<file path="src/sv/ppi_pkg.sv">
// ----------------------------------------------------------------------------
// ppi_pkg
// Constants and the arctangent table for the planar pose integrator.
// ----------------------------------------------------------------------------
package ppi_pkg;

  localparam int AtanEntries = 24;

  // cordic gain 0.60725293500888 in q2.30
  localparam logic [33:0] CordicGain = 34'd652032874;
  // 8/pi in q2.30
  localparam logic [33:0] EightOverPi = 34'd2734261102;

  localparam logic [31:0] QuarterTurn = 32'h4000_0000;
  localparam logic [31:0] HalfTurn    = 32'h8000_0000;

  typedef logic [31:0] angle_t;

  function automatic angle_t atan_lookup(input logic [4:0] idx);
    angle_t r;
    case (idx)
      5'd0:  r = 32'h20000000;
      5'd1:  r = 32'h12E4051E;
      5'd2:  r = 32'h09FB385B;
      5'd3:  r = 32'h051111D4;
      5'd4:  r = 32'h028B0D43;
      5'd5:  r = 32'h0145D7E1;
      5'd6:  r = 32'h00A2F61E;
      5'd7:  r = 32'h00517C55;
      5'd8:  r = 32'h0028BE53;
      5'd9:  r = 32'h00145F2F;
      5'd10: r = 32'h000A2F98;
      5'd11: r = 32'h000517CC;
      5'd12: r = 32'h00028BE6;
      5'd13: r = 32'h000145F3;
      5'd14: r = 32'h0000A2FA;
      5'd15: r = 32'h0000517D;
      5'd16: r = 32'h000028BE;
      5'd17: r = 32'h0000145F;
      5'd18: r = 32'h00000A30;
      5'd19: r = 32'h00000518;
      5'd20: r = 32'h0000028C;
      5'd21: r = 32'h00000146;
      5'd22: r = 32'h000000A3;
      5'd23: r = 32'h00000051;
      default: r = 32'h0;
    endcase
    return r;
  endfunction

endpackage

</file>
<file path="src/sv/planar_pose_integrator.sv">
// ----------------------------------------------------------------------------
// planar_pose_integrator
// Dead-reckoning odometry: integrates velocity and yaw rate into a planar pose.
//
// in_* carries one tick request (lin_vel, yaw_rate, elapsed). For every
// request the block updates x and y with v*cos/sin of the old heading times
// dt, saturating, then adds omega*dt to the heading, and presents the new
// pose on out_*. Exactly one result per request, in order.
// A request goes through these steps in order: an iterated cordic runs
// alongside the bit-serial v*dt and w*dt multipliers, then cos/sin are loaded
// into the multipliers, then three radix-2 shift-add multipliers run, then
// one rounding step and one update step. in_tready is high only between
// requests, so a new request is taken only after the previous one has been
// committed. The pose registers drive out_tdata directly; a stalled receiver
// holds the result and the next request is computed but not committed until
// the previous result has been taken.
// Reset clears the pose to zero and drops out_tvalid.
// ----------------------------------------------------------------------------
module planar_pose_integrator #(
  parameter int CORDIC_STEPS = 16
) (
  input  logic        clk,
  input  logic        rst_n,
  input  logic        in_tvalid,
  output logic        in_tready,
  input  logic [47:0] in_tdata,   // lin_vel, yaw_rate, elapsed
  output logic        out_tvalid,
  input  logic        out_tready,
  output logic [95:0] out_tdata   // pos_x, pos_y, heading
);

  localparam int Steps = (CORDIC_STEPS > ppi_pkg::AtanEntries) ?
                         ppi_pkg::AtanEntries : CORDIC_STEPS;
  localparam int CordCycles = ((Steps > 16) ? Steps : 16) + 1;

  localparam logic [2:0] S_IDLE = 3'd0;
  localparam logic [2:0] S_CORD = 3'd1;
  localparam logic [2:0] S_MUL  = 3'd2;
  localparam logic [2:0] S_RND  = 3'd3;
  localparam logic [2:0] S_UPD  = 3'd4;

  logic [2:0]  state_r, state_nxt;
  logic [5:0]  cnt_r, cnt_nxt;
  logic        out_valid_r, out_valid_nxt;

  logic [15:0] v_r, w_r;
  logic [16:0] phi_r, qhi_r;
  logic [15:0] plo_r, qlo_r;

  logic signed [33:0] cx_r, cy_r;
  logic [31:0] cz_r;
  logic        flip_r;

  logic [32:0] mhi_r [3];
  logic [33:0] mlo_r [3];

  logic [28:0] dx_r, dy_r;
  logic [31:0] dth_r;
  logic [31:0] acc_x_r, acc_y_r, acc_h_r;

  logic [16:0] psum, qsum;
  logic signed [33:0] sx, sy;
  logic [31:0] mcand [3];
  logic [32:0] msum [3];
  logic [66:0] prod [3];
  logic [66:0] rnd [3];
  logic [32:0] nx, ny;
  logic [31:0] hsh;

  assign in_tready  = (state_r == S_IDLE);
  assign out_tvalid = out_valid_r;
  assign out_tdata  = {acc_h_r, acc_y_r, acc_x_r};

  assign psum = phi_r + (plo_r[0] ? {v_r[15], v_r} : 17'd0);
  assign qsum = qhi_r + (qlo_r[0] ? {w_r[15], w_r} : 17'd0);
  assign sx   = cx_r >>> cnt_r[4:0];
  assign sy   = cy_r >>> cnt_r[4:0];

  assign mcand[0] = {phi_r[15:0], plo_r};
  assign mcand[1] = {phi_r[15:0], plo_r};
  assign mcand[2] = {qhi_r[15:0], qlo_r};

  always_comb begin
    for (int k = 0; k < 3; k++) begin
      if (!mlo_r[k][0]) begin
        msum[k] = mhi_r[k];
      end else if (cnt_r == 6'd33) begin
        msum[k] = mhi_r[k] - {mcand[k][31], mcand[k]};
      end else begin
        msum[k] = mhi_r[k] + {mcand[k][31], mcand[k]};
      end
      prod[k] = {mhi_r[k], mlo_r[k]};
      rnd[k]  = prod[k] + (67'd1 << 37);
    end
    rnd[2] = prod[2] + (67'd1 << 29);
  end

  assign nx = {acc_x_r[31], acc_x_r} + {{4{dx_r[28]}}, dx_r};
  assign ny = {acc_y_r[31], acc_y_r} + {{4{dy_r[28]}}, dy_r};
  assign hsh = acc_h_r + ppi_pkg::QuarterTurn;

  always_comb begin
    state_nxt     = state_r;
    cnt_nxt       = cnt_r;
    out_valid_nxt = out_valid_r;
    if (out_valid_r && out_tready) begin
      out_valid_nxt = 1'b0;
    end
    case (state_r)
      S_IDLE: begin
        if (in_tvalid) begin
          state_nxt = S_CORD;
          cnt_nxt   = 6'd0;
        end
      end
      S_CORD: begin
        cnt_nxt = cnt_r + 6'd1;
        if (cnt_r == 6'(CordCycles - 1)) begin
          state_nxt = S_MUL;
          cnt_nxt   = 6'd0;
        end
      end
      S_MUL: begin
        cnt_nxt = cnt_r + 6'd1;
        if (cnt_r == 6'd33) begin
          state_nxt = S_RND;
        end
      end
      S_RND: begin
        state_nxt = S_UPD;
      end
      S_UPD: begin
        if (!out_valid_r || out_tready) begin
          state_nxt     = S_IDLE;
          out_valid_nxt = 1'b1;
        end
      end
      default: begin
        state_nxt = S_IDLE;
      end
    endcase
  end

  always_ff @(posedge clk) begin
    if (!rst_n) begin
      state_r     <= S_IDLE;
      cnt_r       <= 6'd0;
      out_valid_r <= 1'b0;
      acc_x_r     <= 32'd0;
      acc_y_r     <= 32'd0;
      acc_h_r     <= 32'd0;
    end else begin
      state_r     <= state_nxt;
      cnt_r       <= cnt_nxt;
      out_valid_r <= out_valid_nxt;
      if (state_r == S_UPD && (!out_valid_r || out_tready)) begin
        if (nx[32] != nx[31]) begin
          acc_x_r <= nx[32] ? 32'h8000_0000 : 32'h7FFF_FFFF;
        end else begin
          acc_x_r <= nx[31:0];
        end
        if (ny[32] != ny[31]) begin
          acc_y_r <= ny[32] ? 32'h8000_0000 : 32'h7FFF_FFFF;
        end else begin
          acc_y_r <= ny[31:0];
        end
        acc_h_r <= acc_h_r + dth_r;
      end
    end
  end

  always_ff @(posedge clk) begin
    case (state_r)
      S_IDLE: begin
        v_r    <= in_tdata[15:0];
        w_r    <= in_tdata[31:16];
        plo_r  <= in_tdata[47:32];
        qlo_r  <= in_tdata[47:32];
        phi_r  <= 17'd0;
        qhi_r  <= 17'd0;
        flip_r <= hsh[31];
        cz_r   <= hsh[31] ? (acc_h_r ^ ppi_pkg::HalfTurn) : acc_h_r;
        cx_r   <= ppi_pkg::CordicGain;
        cy_r   <= 34'sd0;
      end
      S_CORD: begin
        if (cnt_r < 6'd16) begin
          phi_r <= {psum[16], psum[16:1]};
          plo_r <= {psum[0], plo_r[15:1]};
          qhi_r <= {qsum[16], qsum[16:1]};
          qlo_r <= {qsum[0], qlo_r[15:1]};
        end
        if (cnt_r < 6'(Steps)) begin
          if (!cz_r[31]) begin
            cx_r <= cx_r - sy;
            cy_r <= cy_r + sx;
            cz_r <= cz_r - ppi_pkg::atan_lookup(cnt_r[4:0]);
          end else begin
            cx_r <= cx_r + sy;
            cy_r <= cy_r - sx;
            cz_r <= cz_r + ppi_pkg::atan_lookup(cnt_r[4:0]);
          end
        end
        if (cnt_r == 6'(CordCycles - 1)) begin
          mhi_r[0] <= 33'd0;
          mhi_r[1] <= 33'd0;
          mhi_r[2] <= 33'd0;
          mlo_r[0] <= flip_r ? 34'(-cx_r) : cx_r;
          mlo_r[1] <= flip_r ? 34'(-cy_r) : cy_r;
          mlo_r[2] <= ppi_pkg::EightOverPi;
        end
      end
      S_MUL: begin
        for (int k = 0; k < 3; k++) begin
          mhi_r[k] <= {msum[k][32], msum[k][32:1]};
          mlo_r[k] <= {msum[k][0], mlo_r[k][33:1]};
        end
      end
      S_RND: begin
        dx_r  <= rnd[0][66:38];
        dy_r  <= rnd[1][66:38];
        dth_r <= rnd[2][61:30];
      end
      default: begin
      end
    endcase
  end

endmodule

</file>
<file path="config.mk">
export PLATFORM = sky130hd
export DESIGN_NAME = planar_pose_integrator
export DESIGN_NICKNAME = d
export VERILOG_FILES = /design/src/sv/ppi_pkg.sv /design/src/sv/planar_pose_integrator.sv
export SDC_FILE = /design/constraint.sdc
export NUM_CORES = 2
export LEC_CHECK = 0
export BUFFER_PORTS_ARGS = -buffer_cell sky130_fd_sc_hd__buf_4
export CORE_ASPECT_RATIO = 1.2
export CORE_UTILIZATION = 65
export CTS_CLUSTER_DIAMETER = 150
export DETAILED_ROUTE_END_ITERATION = 8
export PLACE_DENSITY = 0.83
export SLEW_MARGIN = 0
export SYNTH_ARGS = -nofsm -noshare
export SYNTH_HDL_FRONTEND = slang
export SYNTH_SLANG_ARGS = --single-unit
</file>
<file path="constraint.sdc">
create_clock -name clk -period 20.6 [get_ports clk]
set_input_delay 3.09 -clock clk [delete_from_list [all_inputs] [get_ports clk]]
set_output_delay 3.09 -clock clk [all_outputs]
set_load 0.01 [all_outputs]
</file>
# == Word-level counts from Yosys, hierarchy flattened ==
# Memory sizes are Yosys's and may differ from the RTL's. A register that Yosys moved wholly into a read port is not among the register bits.
# Index checks and enable logic that the tools add are counted.
# W data, S select, Z words.
# totals
register_bits,395
ram_bits,201
rom_bits,1920
out_inout_bits,98
elab_cells,144
memories,4
# op_classes
n_addsub,24
n_lt_le_gt_ge,1
n_eq_ne,13
shifts,2
muxes,64
n_bitwise,7
n_reduce_logical,10
# mem_list
memory,words,width,rd,rd_clocked_by_memory_dff,write_ports,line_no,source
(name not given),32,30,1,1,0,ppi_pkg.sv:21,case (idx)
(name not given),32,30,1,1,0,ppi_pkg.sv:21,
mlo_r,3,34,3,0,3,planar_pose_integrator.sv:55,logic [33:0] mlo_r [3];
mhi_r,3,33,3,0,3,planar_pose_integrator.sv:54,logic [32:0] mhi_r [3];
# ops
op,count
$mux W32,13
$mux W34,9
$mux W33,9
$pmux W34 S2,2
$add A67 B38 Y67 const B,2
$add A33 B33 Y33,3
$sub A33 B33 Y33,3
$add A34 B34 Y34,2
$mux W17,4
$neg A34 Y34,2
$pmux W17 S2,2
$sshr A34 B5 Y34,2
$sub A34 B34 Y34,2
$add A32 B29 Y33,2
$add A32 B32 Y32,2
$pmux W16 S2,2
$pmux W32 S2,1
$add A62 B30 Y62 const B,1
$add A17 B17 Y17,2
$add A32 B31 Y32 const B,1
$mux W16,2
$sub A32 B32 Y32,1
$mux W5,4
$pmux W6 S3,1
23 further kinds,47

# == Logic depth before layout (Yosys ltp) ==
# depth
ltp_word,7
mapped_depth,32
depth_no_buf,25

# == Least setup slack after synthesis ==
# OpenSTA, ideal clock, no wires.
# synth_timing
path_type,register to register
startpoint,reg cnt_r[0]
endpoint,mem mhi_r[0][0] (enable)
arrival_ps,15733
required_time_ps,19570
setup_slack_ps,3837
path_stages_with_launch,9
path_buffers,3
cell_sequence,dfxtp_1 -> buf_4 -> clkinv_1 -> buf_1 -> clkbuf_1 -> ha_1 -> nand2_1 -> or3_1 -> o21ai_0
# synth_rtl
item,line_no,source
from (decl),planar_pose_integrator.sv:43,"logic [5:0] cnt_r, cnt_nxt;"
from (signal assigned),planar_pose_integrator.sv:154,cnt_r <= cnt_nxt;
to (decl),planar_pose_integrator.sv:54,

# == Final worst setup path ==
# layout_timing
startpoint,reg cnt_r[1]
endpoint,"reg cy_r[32], data pin"
# layout_between
elab_chain_len,5
word_cells_on_any_way,6
# layout_lines
item,line_no,source
$sshr A34 B5 Y34 (*),planar_pose_integrator.sv:76,assign sx = cx_r >>> cnt_r[4:0];
$add A34 B34 Y34 / $sub A34 B34 Y34 (equally long branches),"planar_pose_integrator.sv:196, planar_pose_integrator.sv:200",
$mux W34 (*),planar_pose_integrator.sv:194,if (!cz_r[31]) begin
$mux W34 (*),planar_pose_integrator.sv:193,if (cnt_r < 6'(Steps)) begin
$pmux W34 S2 (*),planar_pose_integrator.sv:173,case (state_r)
to (signal assigned),planar_pose_integrator.sv:196,cy_r <= cy_r + sx;
to (signal assigned),planar_pose_integrator.sv:200,cy_r <= cy_r - sx;
to (decl),planar_pose_integrator.sv:50,"logic signed [33:0] cx_r, cy_r;"
# Every way passes the cells marked *; elsewhere a longest branch is shown, timed or not. The select of a mux whose other input is x is not followed.
# A chain may end at the register's enable or synchronous reset.

==> results.json <==
{
  "status": "finished, final reports clean",
  "post_cts_resized": 0,
  "synth-seq-area-share": 0.344,
  "clkSinkCount": 621,
  "cts-htree-levels": 3,
  "nets": 5886,
  "setup_violations": 0,
  "area_delta_synth_final_pct": 7.34,
  "power_switching_mw": 2.33,
  "yosys.area_share.adder": 0.0945,
  "synth_seq_cells": 621,
  "layout_setup_ws_ns": 13.30,
  "grt_overflow": 0,
  "cp.required_ns": 20.95,
  "insertion_delay_ns": 0.64,
  "hold_path.class": "register to register",
  "max_stage_delay_ns": 0.86,
  "yosysTopAreaCellShare": 0.289,
  "synth_compound_area_frac": 0.195,
  "synthDistinctLibCells": 100,
  "syn_nets": 5920,
  "ys_top_cells_by_area": "edfxtp_1 (29%), ha_1 (8.5%), dfxtp_1 (5.4%), xnor2_1 (4.8%), xor2_1 (4.6%)",
  "async_reset_ff_frac": 0,
  "clock.fmax_ghz": 0.137,
  "avgRoutedWirePerCell_um": 20.9,
  "synth_area_um2": 50300,
  "synth_top_family_by_area": "compound AO/OA/AOI/OAI gates",
  "tns_ns": 0,
  "crit_chain": "buf_4, mux4_2, mux2_2, mux4_2, a2111oi_4, nand4b_2, nor4_4, a21oi_1, xnor2_1, ha_1, nand2_1, nor2_1, nand3_1, o221a_2, o311ai_0, a311o_1, a41o_1, o22ai_1, xor2_1, nor2_1",
  "drc": 0,
  "cts_setup_buffers": 0,
  "end_kind": "register",
  "dieArea_um2": 78500,
  "worst_slew_pin_slew_ns": 1.21,
  "min_from": "mlo_r[0][84]",
  "hold_ws_ns": 0.497,
  "cp-start-kind": "register",
  "leakagePower_nw": 21.4,
  "cts_buffer_depth": 3,
  "crit_start": "cnt_r[1]",
  "report.final.slew_viol_count": 0,
  "grt_max_degree": 111,
  "drt_pass1_iterations": 6,
  "final_hold_viol_count": 0,
  "grt_pass1_vias": 41061,
  "cts_buffers": 69,
  "yosysWarnings": 0,
  "holdBufCountCts": 0,
  "max_cap_viol_count": 0,
  "synth-xor-area-share": 0.0943,
  "grt_pass1_wl_um": 217000,
  "powerDensity_nw_per_um2": 107,
  "mostFrequentLayoutCells": "nand2_1 (535), edfxtp_1 (485), nor2_1 (462)",
  "hpwl_um": 101000,
  "drt_iter0_drc": 4053,
  "ir_drop_mv": 0.155,
  "crit_fanout": 59,
  "post-route-cell-area_um2": 54000,
  "core_area_um2": 76500,
  "worst_slew_margin_rel": 0.191,
  "ios": 150,
  "synth_edf_count": 485,
  "synth_simple_gate_area_frac": 0.164,
  "drive_above_1_share": 0.0890,
  "clkSlewWorstSetupHoldPaths_ns": 0.06,
  "place_ws_ns": 13.44,
  "fin_crit_sh": 0.354,
  "synth_top_flop_cell": "edfxtp_1",
  "total_power_mw": 5.78,
  "clock-root-buffer": "clkbuf_16",
  "dp_cells": 6429,
  "port-buffer-count": 149,
  "ant_nets": 0,
  "worstSetupPathType": "register to register",
  "period_minus_slack_ns": 7.30,
  "die_y_um": 307,
  "fin_worst_skew_ns": 0.0340,
  "final_util": 0.706,
  "p_seq_frac": 0.311,
  "layout.cells.non_filler": 6557,
  "vias": 42620,
  "grt_antenna_before_repair": 1,
  "cpMaxStageDelayCell": "dfxtp_4",
  "avgSynthCellArea_um2": 9.12,
  "cts_tree": "built",
  "syn_inst": 5517,
  "start_util": 0.658,
  "clockPowerShare": 0.214,
  "rows": 111,
  "final_common_cell": "nand2_1",
  "rsz0062_at_grt": "no",
  "switching_share": 0.404,
  "gr-usage-all-layers": 0.344,
  "cp_data_arrival_time_ns": 7.65,
  "place_congestion": 0.977,
  "post_dp_cell_area_um2": 51800,
  "p_int_mw": 3.45,
  "viasPerCell": 6.50,
  "synth_top_area_cell": "edfxtp_1",
  "synth.area.mux_share": 0.0714,
  "die_w_um": 256,
  "rr_startpoint": "cnt_r[1]",
  "totalWireLength_um": 137000,
  "comb_power_share": 0.476
}
## per-layer routing
layer	vias to the layer above	GRT usage	wire length, µm
met5	-	0	0
met4	0	0.229	9820
met3	464	0.0448	7850
met2	1544	0.599	66800
met1	20276	0.396	52600
li1	20336	-	-
## flip-flops by register name, summed over array words and instances (netlist names), 29 cells and up, named ones only
| register | count |
|---|---|
| dx_r | 29 |
| acc_h_r | 32 |
| cx_r | 34 |
| mlo_r | 102 |
| cz_r | 32 |
| dth_r | 32 |
| acc_y_r | 32 |
| acc_x_r | 32 |
| cy_r | 34 |
| dy_r | 29 |
| mhi_r | 96 |
## power groups by stage
| stage | combinational [mW] | sequential, mW | clock, mW |
|---|---|---|---|
| floorplan | 2.25 | 1.63 | 0 |
| global placement | 2.64 | 1.80 | 0 |
| global route | 3.03 | 1.80 | 1.29 |
| CTS | 2.72 | 1.79 | 1.25 |
| detailed placement | 2.69 | 1.81 | 0 |
| finish | 2.75 | 1.80 | 1.23 |
## critical path, delay by kind of cell, from the launching register on
family                     cells  cell delay, ns
AOI/OAI and AO/OA              7            2.09
DFF                            1            0.86
xor gates and xnor gates       2            0.30
buffers and inverters          1            0.77
muxes                          3            1.49
adders and majority gates      1            0.42
and+or+nand+nor                6            1.02
## synthesized netlist by cell type, types with 16 or more instances
cell type / number
buf_4: 34
or4_1: 22
mux4_2: 88
nand4_1: 56
nor3_1: 101
nor2b_1: 61
and2_1: 103
mux2_2: 41
xor2_1: 266
buf_1: 30
xnor2_1: 273
a21o_1: 124
and3_1: 44
o21a_1: 75
clkbuf_1: 199
nand2b_1: 78
inv_1: 149
a211o_1: 29
nor4_1: 29
edfxtp_1: 485
o211ai_1: 32
dfxtp_1: 136
a31oi_1: 55
o21bai_1: 36
nor2_1: 463
a21boi_0: 32
or3_1: 39
ha_1: 340
o22ai_1: 20
o41ai_1: 30
a21oi_1: 449
mux2i_1: 115
a211oi_1: 56
o31ai_1: 53
o21ai_0: 427
or2_2: 21
nor3b_1: 16
buf_2: 23
nand3_1: 101
maj3_1: 28
nand2_1: 535
## layout make-up
cell class                 count  area [µm²]
multi-input combinational   4449       31200
fill                        5934       22500
sequential                   621       17300
clock buffer                  90        1920
timing repair buffer         188        1410
tap                         1017        1270
inverter                     154         578
clock inverter                37         302
antenna                        1        2.50
## cell families (layout without fill, tap and decap cells)
| group | Yosys count | in the layout |
|---|---|---|
| AND/OR/NAND/NOR | 1720 | 1720 |
| AO/OA/AOI/OAI | 1566 | 1566 |
| flip-flops | 621 | 621 |
| XOR/XNOR | 540 | 540 |
| buffers and inverters | 447 | 469 |
| adder cells (fa/ha/maj) | 379 | 379 |
| multiplexers | 244 | 244 |
| other | 0 | 1 |
## worst paths after layout
path         depth (start not counted)  slack [ns]      endpoint
min reg2reg                          1        0.50  mlo_r[0][83]
max reg2reg                         20       13.30      cy_r[32]
min                                  1        0.50  mlo_r[0][83]
max                                 20       13.30      cy_r[32]
Note: power is estimated with default switching activity, not from simulation.
